==> config.mk <==
export PLATFORM = sky130hd
export DESIGN_NAME = tag_presence_qualifier_unit
export DESIGN_NICKNAME = d
export VERILOG_FILES = /design/src/design/tpq_pkg.sv /design/src/design/tag_presence_qualifier_unit.sv /design/src/design/tpq_cfg_regs.sv /design/src/design/tpq_poll_logic.sv
export SDC_FILE = /design/constraint.sdc
export NUM_CORES = 1
export LEC_CHECK = 0
export ABC_AREA = 1
export BUFFER_PORTS_ARGS = -buffer_cell sky130_fd_sc_hd__buf_2
export CAP_MARGIN = 25
export CORE_MARGIN = 5
export CORE_UTILIZATION = 39
export DETAILED_ROUTE_END_ITERATION = 16
export MAX_ROUTING_LAYER = met4
export PLACE_DENSITY = 0.69
export SETUP_SLACK_MARGIN = 0.2
export SYNTH_ARGS = -nofsm -noshare
export SYNTH_HDL_FRONTEND = slang
export SYNTH_SLANG_ARGS = --single-unit
export TNS_END_PERCENT = 30
==> constraint.sdc <==
create_clock -name clk -period 6.05 [get_ports clk]
set_clock_uncertainty 0.15 [all_clocks]
set_input_delay 0 -clock clk [delete_from_list [all_inputs] [get_ports clk]]
set_output_delay 0 -clock clk [all_outputs]
set_load 0.005 [all_outputs]
==> src/design/tpq_pkg.sv <==
// shared types and constants of the tag presence qualifier
package tpq_pkg;

    localparam int unsigned TIME_W  = 32;
    localparam int unsigned ID_W    = 64;
    localparam int unsigned CNT_W   = 32;
    localparam int unsigned RPT_W   = 4;
    localparam int unsigned CIDX_W  = 8;
    localparam int unsigned CDATA_W = 16;
    localparam int unsigned S_DATA_W = 96;
    localparam int unsigned M_DATA_W = 168;

    // register indexes
    localparam logic [CIDX_W-1:0] REG_SCAN_INTERVAL  = 8'd0;
    localparam logic [CIDX_W-1:0] REG_REMOVAL_TMO    = 8'd1;
    localparam logic [CIDX_W-1:0] REG_CONFIRM_READS  = 8'd2;
    localparam logic [CIDX_W-1:0] REG_QUIET_LIMIT    = 8'd3;

    // register reset values
    localparam logic [15:0] RST_SCAN_INTERVAL = 16'd250;
    localparam logic [15:0] RST_REMOVAL_TMO   = 16'd1000;
    localparam logic [3:0]  RST_CONFIRM_READS = 4'd2;
    localparam logic [7:0]  RST_QUIET_LIMIT   = 8'd10;

    // scan outcome codes
    localparam logic [1:0] SCAN_OK     = 2'd0;
    localparam logic [1:0] SCAN_NO_TAG = 2'd1;
    localparam logic [1:0] SCAN_ERROR  = 2'd2;

    // event codes
    localparam logic [1:0] EV_NONE    = 2'd0;
    localparam logic [1:0] EV_PRESENT = 2'd1;
    localparam logic [1:0] EV_REMOVED = 2'd2;

    // status codes
    localparam logic [1:0] ST_SCANNING = 2'd0;
    localparam logic [1:0] ST_PRESENT  = 2'd1;
    localparam logic [1:0] ST_NO_TAG   = 2'd2;

    localparam logic [RPT_W-1:0] RPT_MAX = 4'd15;
    localparam logic [7:0] BYTE_ZERO = 8'h00;
    localparam logic [7:0] BYTE_ONES = 8'hFF;

    typedef struct packed {
        logic [15:0] scan_interval_ms;
        logic [15:0] removal_timeout_ms;
        logic [3:0]  confirm_reads;
        logic [7:0]  quiet_scan_limit;
    } cfg_t;

    typedef struct packed {
        logic [TIME_W-1:0] now_ms;
        logic [1:0]        scan_result;
        logic [ID_W-1:0]   tag_id;
    } item_t;

    typedef struct packed {
        logic [TIME_W-1:0] last_scan_time;
        logic [ID_W-1:0]   candidate_id;
        logic              candidate_valid;
        logic [RPT_W-1:0]  repeat_count;
        logic [ID_W-1:0]   confirmed_id;
        logic              confirmed_valid;
        logic              tag_present;
        logic [TIME_W-1:0] last_seen_time;
        logic [CNT_W-1:0]  scans;
        logic [CNT_W-1:0]  good_reads;
        logic [CNT_W-1:0]  failed_reads;
        logic [1:0]        status;
    } state_t;

    typedef struct packed {
        logic [1:0]       event_res;
        logic [ID_W-1:0]  event_id;
        logic             present_flag;
        logic [1:0]       status_code;
        logic [CNT_W-1:0] scan_count;
        logic [CNT_W-1:0] good_count;
        logic [CNT_W-1:0] fail_count;
    } result_t;

endpackage

==> src/design/tag_presence_qualifier_unit.sv <==
// top level of the tag presence qualifier
//
// Qualifies polls from a tag reader. Every accepted slave-side transaction is one
// poll and yields exactly one master-side transaction, in order. A poll arriving
// before scan_interval_ms has elapsed since the last taken scan leaves the state
// unchanged and reports the current counters with no event. A tag is reported
// present after confirm_reads identical consecutive valid reads, and removed once
// no confirmation has happened for more than removal_timeout_ms. The block takes
// one poll per clock while the output is not stalled: a poll waits in the input
// register, the poll logic and the state register close their loop while it is
// there, and the result lands in the output register, which may hold under
// back-pressure while the next poll waits in the input register. m_tvalid rises
// once the result is in the output register, after the poll has passed through
// the input register. Configuration is written through the cfg
// channel, always ready, and must only be written while no poll is in flight.
module tag_presence_qualifier_unit
(
    input  logic                         clk,
    input  logic                         rst_n,
    // slave side
    input  logic                         s_tvalid,
    output logic                         s_tready,
    input  logic [tpq_pkg::S_DATA_W-1:0] s_tdata,   // now_ms[31:0], tag_id[95:32]
    input  logic [1:0]                   s_tuser,   // scan_result[1:0]
    // master side
    output logic                         m_tvalid,
    input  logic                         m_tready,
    // event_id[63:0], present_flag[64], status_code[66:65], scan_count[98:67],
    // good_count[130:99], fail_count[162:131], zero fill[167:163]
    output logic [tpq_pkg::M_DATA_W-1:0] m_tdata,
    output logic [1:0]                   m_tuser,   // event_res[1:0]
    // configuration write channel
    input  logic                         cfg_valid,
    output logic                         cfg_ready,
    input  logic [tpq_pkg::CIDX_W-1:0]   cfg_index,
    input  logic [tpq_pkg::CDATA_W-1:0]  cfg_data
);

    tpq_pkg::cfg_t    cfg;
    tpq_pkg::item_t   item_reg;
    logic             item_valid_reg;
    tpq_pkg::state_t  state_reg;
    tpq_pkg::state_t  state_next;
    tpq_pkg::result_t result;
    tpq_pkg::result_t out_reg;
    logic             out_valid_reg;
    logic             advance;
    logic             in_xfer;

    // config registers are always writable
    assign cfg_ready = 1'b1;

    tpq_cfg_regs u_cfg
    (
        .clk       (clk),
        .rst_n     (rst_n),
        .cfg_valid (cfg_valid),
        .cfg_index (cfg_index),
        .cfg_data  (cfg_data),
        .cfg       (cfg)
    );

    // the poll in the input register moves on when the output slot frees up
    assign advance  = item_valid_reg && (!out_valid_reg || m_tready);
    assign s_tready = !item_valid_reg || advance;
    assign in_xfer  = s_tvalid && s_tready;

    always_ff @(posedge clk or negedge rst_n)
    begin
        if (!rst_n)
            item_valid_reg <= 1'b0;
        else if (s_tready)
            item_valid_reg <= s_tvalid;
    end

    // payload capture, no reset needed
    always_ff @(posedge clk)
    begin
        if (in_xfer)
        begin
            item_reg.now_ms      <= s_tdata[31:0];
            item_reg.scan_result <= s_tuser;
            item_reg.tag_id      <= s_tdata[95:32];
        end
    end

    tpq_poll_logic u_poll
    (
        .item       (item_reg),
        .cfg        (cfg),
        .state      (state_reg),
        .state_next (state_next),
        .result     (result)
    );

    // qualifier state commits once per poll as it leaves the input register
    always_ff @(posedge clk or negedge rst_n)
    begin
        if (!rst_n)
            state_reg <= '0;
        else if (advance)
            state_reg <= state_next;
    end

    always_ff @(posedge clk or negedge rst_n)
    begin
        if (!rst_n)
            out_valid_reg <= 1'b0;
        else if (advance)
            out_valid_reg <= 1'b1;
        else if (m_tready)
            out_valid_reg <= 1'b0;
    end

    always_ff @(posedge clk)
    begin
        if (advance)
            out_reg <= result;
    end

    assign m_tvalid = out_valid_reg;
    assign m_tuser  = out_reg.event_res;
    assign m_tdata  = {5'd0, out_reg.fail_count, out_reg.good_count, out_reg.scan_count,
                       out_reg.status_code, out_reg.present_flag, out_reg.event_id};

endmodule

==> src/design/tpq_cfg_regs.sv <==
// configuration register bank of the tag presence qualifier
module tpq_cfg_regs
(
    input  logic                       clk,
    input  logic                       rst_n,
    input  logic                       cfg_valid,
    input  logic [tpq_pkg::CIDX_W-1:0]  cfg_index,
    input  logic [tpq_pkg::CDATA_W-1:0] cfg_data,
    output tpq_pkg::cfg_t              cfg
);

    tpq_pkg::cfg_t cfg_reg;
    tpq_pkg::cfg_t cfg_next;

    always_comb
    begin
        cfg_next = cfg_reg;
        if (cfg_valid)
        begin
            unique case (cfg_index)
                tpq_pkg::REG_SCAN_INTERVAL: cfg_next.scan_interval_ms   = cfg_data;
                tpq_pkg::REG_REMOVAL_TMO:   cfg_next.removal_timeout_ms = cfg_data;
                tpq_pkg::REG_CONFIRM_READS: cfg_next.confirm_reads      = cfg_data[3:0];
                tpq_pkg::REG_QUIET_LIMIT:   cfg_next.quiet_scan_limit   = cfg_data[7:0];
                default:                    cfg_next = cfg_reg;
            endcase
        end
    end

    always_ff @(posedge clk or negedge rst_n)
    begin
        if (!rst_n)
        begin
            cfg_reg.scan_interval_ms   <= tpq_pkg::RST_SCAN_INTERVAL;
            cfg_reg.removal_timeout_ms <= tpq_pkg::RST_REMOVAL_TMO;
            cfg_reg.confirm_reads      <= tpq_pkg::RST_CONFIRM_READS;
            cfg_reg.quiet_scan_limit   <= tpq_pkg::RST_QUIET_LIMIT;
        end
        else
        begin
            cfg_reg <= cfg_next;
        end
    end

    assign cfg = cfg_reg;

endmodule

==> src/design/tpq_poll_logic.sv <==
// per-poll next-state and result logic of the tag presence qualifier
module tpq_poll_logic
(
    input  tpq_pkg::item_t   item,
    input  tpq_pkg::cfg_t    cfg,
    input  tpq_pkg::state_t  state,
    output tpq_pkg::state_t  state_next,
    output tpq_pkg::result_t result
);

    logic                        id_valid;
    logic [tpq_pkg::TIME_W-1:0]  scan_elapsed;
    logic [tpq_pkg::TIME_W-1:0]  seen_elapsed;
    logic [tpq_pkg::CNT_W-1:0]   scans_inc;
    logic                        scan_taken;
    logic                        cand_match;
    logic [tpq_pkg::RPT_W-1:0]   rpt_new;
    logic                        check_rm;
    logic [1:0]                  ev;
    logic [tpq_pkg::ID_W-1:0]    ev_id;

    // a valid id has at least one byte that is neither all zeros nor all ones
    always_comb
    begin
        id_valid = 1'b0;
        for (int i = 0; i < 8; i++)
        begin
            if (item.tag_id[8*i +: 8] != tpq_pkg::BYTE_ZERO &&
                item.tag_id[8*i +: 8] != tpq_pkg::BYTE_ONES)
            begin
                id_valid = 1'b1;
            end
        end
    end

    assign scan_elapsed = item.now_ms - state.last_scan_time;
    assign seen_elapsed = item.now_ms - state.last_seen_time;
    assign scan_taken   = scan_elapsed >= {16'd0, cfg.scan_interval_ms};
    assign scans_inc    = state.scans + 32'd1;
    assign cand_match   = state.candidate_valid && (state.candidate_id == item.tag_id);

    always_comb
    begin
        if (!cand_match)
            rpt_new = 4'd1;
        else if (state.repeat_count < tpq_pkg::RPT_MAX)
            rpt_new = state.repeat_count + 4'd1;
        else
            rpt_new = state.repeat_count;
    end

    always_comb
    begin
        state_next = state;
        ev         = tpq_pkg::EV_NONE;
        ev_id      = '0;
        check_rm   = 1'b0;
        if (scan_taken)
        begin
            state_next.last_scan_time = item.now_ms;
            state_next.scans          = scans_inc;
            unique case (item.scan_result)
                tpq_pkg::SCAN_OK:
                begin
                    if (!id_valid)
                    begin
                        state_next.failed_reads    = state.failed_reads + 32'd1;
                        state_next.repeat_count    = '0;
                        state_next.candidate_valid = 1'b0;
                        state_next.candidate_id    = '0;
                        check_rm                   = 1'b1;
                    end
                    else
                    begin
                        state_next.good_reads      = state.good_reads + 32'd1;
                        state_next.candidate_id    = item.tag_id;
                        state_next.candidate_valid = 1'b1;
                        state_next.repeat_count    = rpt_new;
                        if (rpt_new >= cfg.confirm_reads)
                        begin
                            // new id takes over, same id just refreshes
                            if (!state.confirmed_valid || state.confirmed_id != item.tag_id)
                            begin
                                state_next.confirmed_id    = item.tag_id;
                                state_next.confirmed_valid = 1'b1;
                                state_next.status          = tpq_pkg::ST_PRESENT;
                            end
                            state_next.tag_present    = 1'b1;
                            state_next.last_seen_time = item.now_ms;
                            ev                        = tpq_pkg::EV_PRESENT;
                            ev_id                     = item.tag_id;
                        end
                    end
                end
                tpq_pkg::SCAN_NO_TAG:
                begin
                    check_rm = 1'b1;
                end
                default:
                begin
                    // reader error and the unused code
                    state_next.failed_reads    = state.failed_reads + 32'd1;
                    state_next.repeat_count    = '0;
                    state_next.candidate_valid = 1'b0;
                    state_next.candidate_id    = '0;
                    if (state.good_reads != '0 || scans_inc > {24'd0, cfg.quiet_scan_limit})
                        state_next.status = tpq_pkg::ST_NO_TAG;
                    check_rm = 1'b1;
                end
            endcase
            if (check_rm && state.tag_present &&
                seen_elapsed > {16'd0, cfg.removal_timeout_ms})
            begin
                state_next.tag_present     = 1'b0;
                state_next.status          = tpq_pkg::ST_SCANNING;
                ev                         = tpq_pkg::EV_REMOVED;
                ev_id                      = state.confirmed_valid ? state.confirmed_id : '0;
                state_next.confirmed_id    = '0;
                state_next.confirmed_valid = 1'b0;
            end
        end
    end

    always_comb
    begin
        result.event_res    = ev;
        result.event_id     = ev_id;
        result.present_flag = state_next.tag_present;
        result.status_code  = state_next.status;
        result.scan_count   = state_next.scans;
        result.good_count   = state_next.good_reads;
        result.fail_count   = state_next.failed_reads;
    end

endmodule

==> summary.md <==
After detailed routing, the number of vias per cell comes to 4.98. Clock latency on the worst-skew pair, taken at its later pin, is 640 ps. For the sum of routed wire length over all layers, the log shows 104 mm. Mean instance size in the synthesized netlist: 7.73 um2. The H-tree generated during clock tree synthesis spans 3 levels. Worst setup slack after placement: 850 ps. By area the synthesized netlist is led by dfrtp_1 (24%), edfxtp_1 (23%), nand2_1 (16%). The most frequent standard cell in the layout excluding fill and tap cells was nand2_1. The critical path depth came out at 21. The biggest area contributor in the post-synthesis netlist is dfrtp_1. Leaving out fill and tap cells, the most frequent cells in the layout are nand2_1 (1,453), inv_1 (670), dfrtp_1 (327), buf_2 (292), nor2_1 (288). The count of pins over their slew limit is 0. The tree built by TritonCTS fans out to 606 sinks. Register-to-register setup slack: 800 ps.

In the final design database the tool counted 5,227 nets. The first-pass iteration count of the detailed router is 5. STA classifies the critical path startpoint as a register. In this run the horizontal extent of the chip is 309 um. The number of gates resized after CTS was 0. The number of global-route vias before repair was 29.5k. The total of max-cap violations was 0; the DRC violation count after routing was 0. IR analysis of the VDD net gives a maximum drop of 197 uV. Summing all multi-input logic gate instances after layout gives 15,100 um2. The congestion estimate from routability-driven global placement came to 0.945. The worst hold path passes through 2 cells. The register bit total from synthesis is 606.

Dividing the detail-routed wire length by the instance count gives 16.8 um. The placed instances occupy a cell area of 37,300 um2. The clock root buffer was clkbuf_16. The worst-margin pin slew was 1050 ps. Compared with the post-synthesis result, the final layout area differs by 20.4%. Entering global routing, the biggest net connects 155 pins.

Slowest library cell on the worst path: nand2_2. The routed layout has 31.0k vias. In this run the count of I/O pins placed on the die edge is 300. The fill cell total of the finished layout is 8,623, and the power per cell area is 363 nW/um2. The biggest fanout along the worst timing path was 62; the number of placed instances with taps included was 5,853. Timing would allow up to 0.191 GHz.

Type of element capturing the critical path: a register. After floorplanning, the core was divided into 109 placement rows. The logs give 4,513 for the number of instances in the synthesized netlist and 3 for the clock tree buffer depth.

The initial antenna violation count is 5. For the number of warnings printed during yosys synthesis, the log shows 0. The fraction of layout cells with a size suffix above 1 works out to 9.71%.

For the area of the core, the log shows 88,600 um2. The final-report setup violation count is 0. The non-filler instance count after layout is 6,217, and the number of distinct library cell variants in the gate-level netlist after synthesis is 55.

After global routing the overflow that remains totals 0. Delay of the slowest cell on the worst path: 720 ps. Sequential cell area: 16,500 um2. The die is 309 um tall.

The number of buffers inserted to repair setup after CTS is 0. The final core utilization came out at 47.4%. Across all hold checks on the routed design, the worst slack comes to 27.4 ps. The finished cells cover 42,000 um2.

Traced cell by cell, the critical path runs through inv_1 > nor2_1 > a2111oi_0 > nand4_1 > nor2_1 > nand4_1 > nor2_1 > nand4_1 > nor2_1 > ha_1 > inv_1 > nor2_1 > o21ai_0 > nand2_1 > a31oi_1 > nor2_4 > nand2_2 > nor2_4 > buf_4 > nand2_1 > o21ai_0. The detailed router finished its first iteration with 2,572 violations. The run finished with clean final reports.

The floorplan step defined a die boundary enclosing 95,600 um2. For the global router's overall resource usage, the log shows 22.1%. The total half-perimeter wirelength after legalization and detailed placement was 75.6 mm; the number of flip-flops under the largest register name was 297. The clock-pin slew on the worst setup and hold paths is 60 ps.

The first global-routing pass estimated 164 mm of wire. The design draws 15.2 mW. After synthesis, the largest area contributor takes up 23.5% of total cell area.

The buffering stage count on the worst path with inverters included is 3, and the remaining antenna violation count after routing is 0. Data on the critical path is required at its endpoint by 6440 ps. In the synthesized netlist the dominant register cell turns out to be dfrtp_1. Adding up every negative setup slack in the final design gives 0 ps. TritonCTS built the clock tree. Measured against its own limit, the worst slew margin works out to 29.8%. The kind of cell with the highest combined delay along the critical path is simple AND/OR/NAND/NOR gates.

The fraction of registers with async set/reset is 56.6%. Input and output buffers added on the ports amount to 293. The setup path with the least slack is of type register to register.

For this configuration, the core starts out at a cell density of 39.4%. The logs give 5630 ps for the arrival time at the worst endpoint and 804 ps for the final worst slack. In this run the worst hold path is classified as input pin to register. Counting cells, the worst reg-to-reg path comes to 21. The final-report hold violation count came out at 0. Setup repair after global routing left no endpoint under its margin. The run gives 47.3% as the fraction of the yosys area taken by sequential cells.

By instance count, the cell type seen most on the critical path is nor2_1. The leakage power is 19.6 nW, and the number of flops mapped to enable cells by yosys is 263. The post-route minimum period is 5250 ps, and the netlist area before placement is 34,900 um2. After layout, the worst path uses 86.7% of the clock period. TritonCTS created 72 clock buffers.
## timing repair
action / in CTS / in global routing
endpoints found under the setup margin: 0 / 0
hold buffers: 224 / 0
hold endpoints to repair: 512 / 0
## cell families (layout without fill, tap and decap cells)
kind of cell	count (synthesis)	in the layout	share of synthesized area, %
xor gates and xnor gates	127	127	3.19
DFF	606	606	47.3
AOI/OAI and AO/OA	587	587	8.82
buffers and inverters	821	1351	9.53
other	2	11	0.0215
adders and majority gates	113	113	4.09
and+or+nand+nor	2257	2257	27.1
## path summary, 6_finish.rpt
kind                              startpoint              to
max in group asynchronous              rst_n  state_reg[176]
min in group asynchronous              rst_n   u_cfg.cfg[20]
worst min register to register  u_cfg.cfg[5]    u_cfg.cfg[5]
worst max register to register  item_reg[47]  state_reg[115]
worst min-delay path             s_tdata[35]     item_reg[3]
worst max-delay path            item_reg[47]  state_reg[115]
## routing by layer
| metal | share of wire, % | up-vias | wire (um) | global-route usage [%] |
|---|---|---|---|---|
| met1 | 45 | 14344 | 47100 | 29.7 |
| li1 | - | 15461 | - | - |
| met5 | 0 | - | 0 | - |
| met4 | 2.7 | 0 | 2820 | 6.19 |
| met3 | 6.8 | 173 | 7120 | 4.02 |
| met2 | 45 | 973 | 47400 | 34.7 |
## cell usage after synthesis (all sizes together) (2+ instances only)
library cell / n
a211oi: 6
a21oi: 67
a31oi: 2
and2: 33
buf: 87
clkbuf: 52
conb: 2
dfrtp: 328
dfstp: 15
edfxtp: 263
fa: 2
ha: 111
inv: 682
nand2: 1468
nand3: 252
nand3b: 4
nand4: 93
nor2: 303
nor3: 67
nor3b: 6
nor4: 23
o2111ai: 8
o211ai: 10
o21a: 3
o21ai: 470
o21bai: 4
o221ai: 6
o22ai: 7
or2: 4
xnor2: 23
xor2: 104
## layout make-up
cell class / count / share of cell area [%]
tap: 1165 / 3.47
inverter: 682 / 6.13
clock inverter: 42 / 1.00
multi-input combinational: 3090 / 35.9
clock buffer: 92 / 4.78
antenna: 5 / 0.0298
sequential: 606 / 39.3
timing repair buffer: 535 / 9.41
## report_power, final
| part | leakage, nW | switching (mW) | internal, mW | total, mW |
|---|---|---|---|---|
| Sequential | 7.10 | 0.562 | 5.15 | 5.72 |
| Clock | 1.19 | 1.81 | 2.62 | 4.43 |
| Combinational | 11.3 | 3.33 | 1.77 | 5.10 |
| Total | 19.6 | 5.70 | 9.55 | 15.2 |
## worst register-to-register path, stage by stage (launching register included)
cell	delay (ps)
edfxtp_1	440
inv_1	160
nor2_1	130
a2111oi_0	410
nand4_1	120
nor2_1	120
nand4_1	90
nor2_1	120
nand4_1	280
nor2_1	210
ha_1	160
inv_1	40
nor2_1	70
o21ai_0	80
nand2_1	60
a31oi_1	70
nor2_4	700
nand2_2	720
nor2_4	230
buf_4	490
nand2_1	200
o21ai_0	110
No activity file was read; power rests on OpenSTA's default activity.
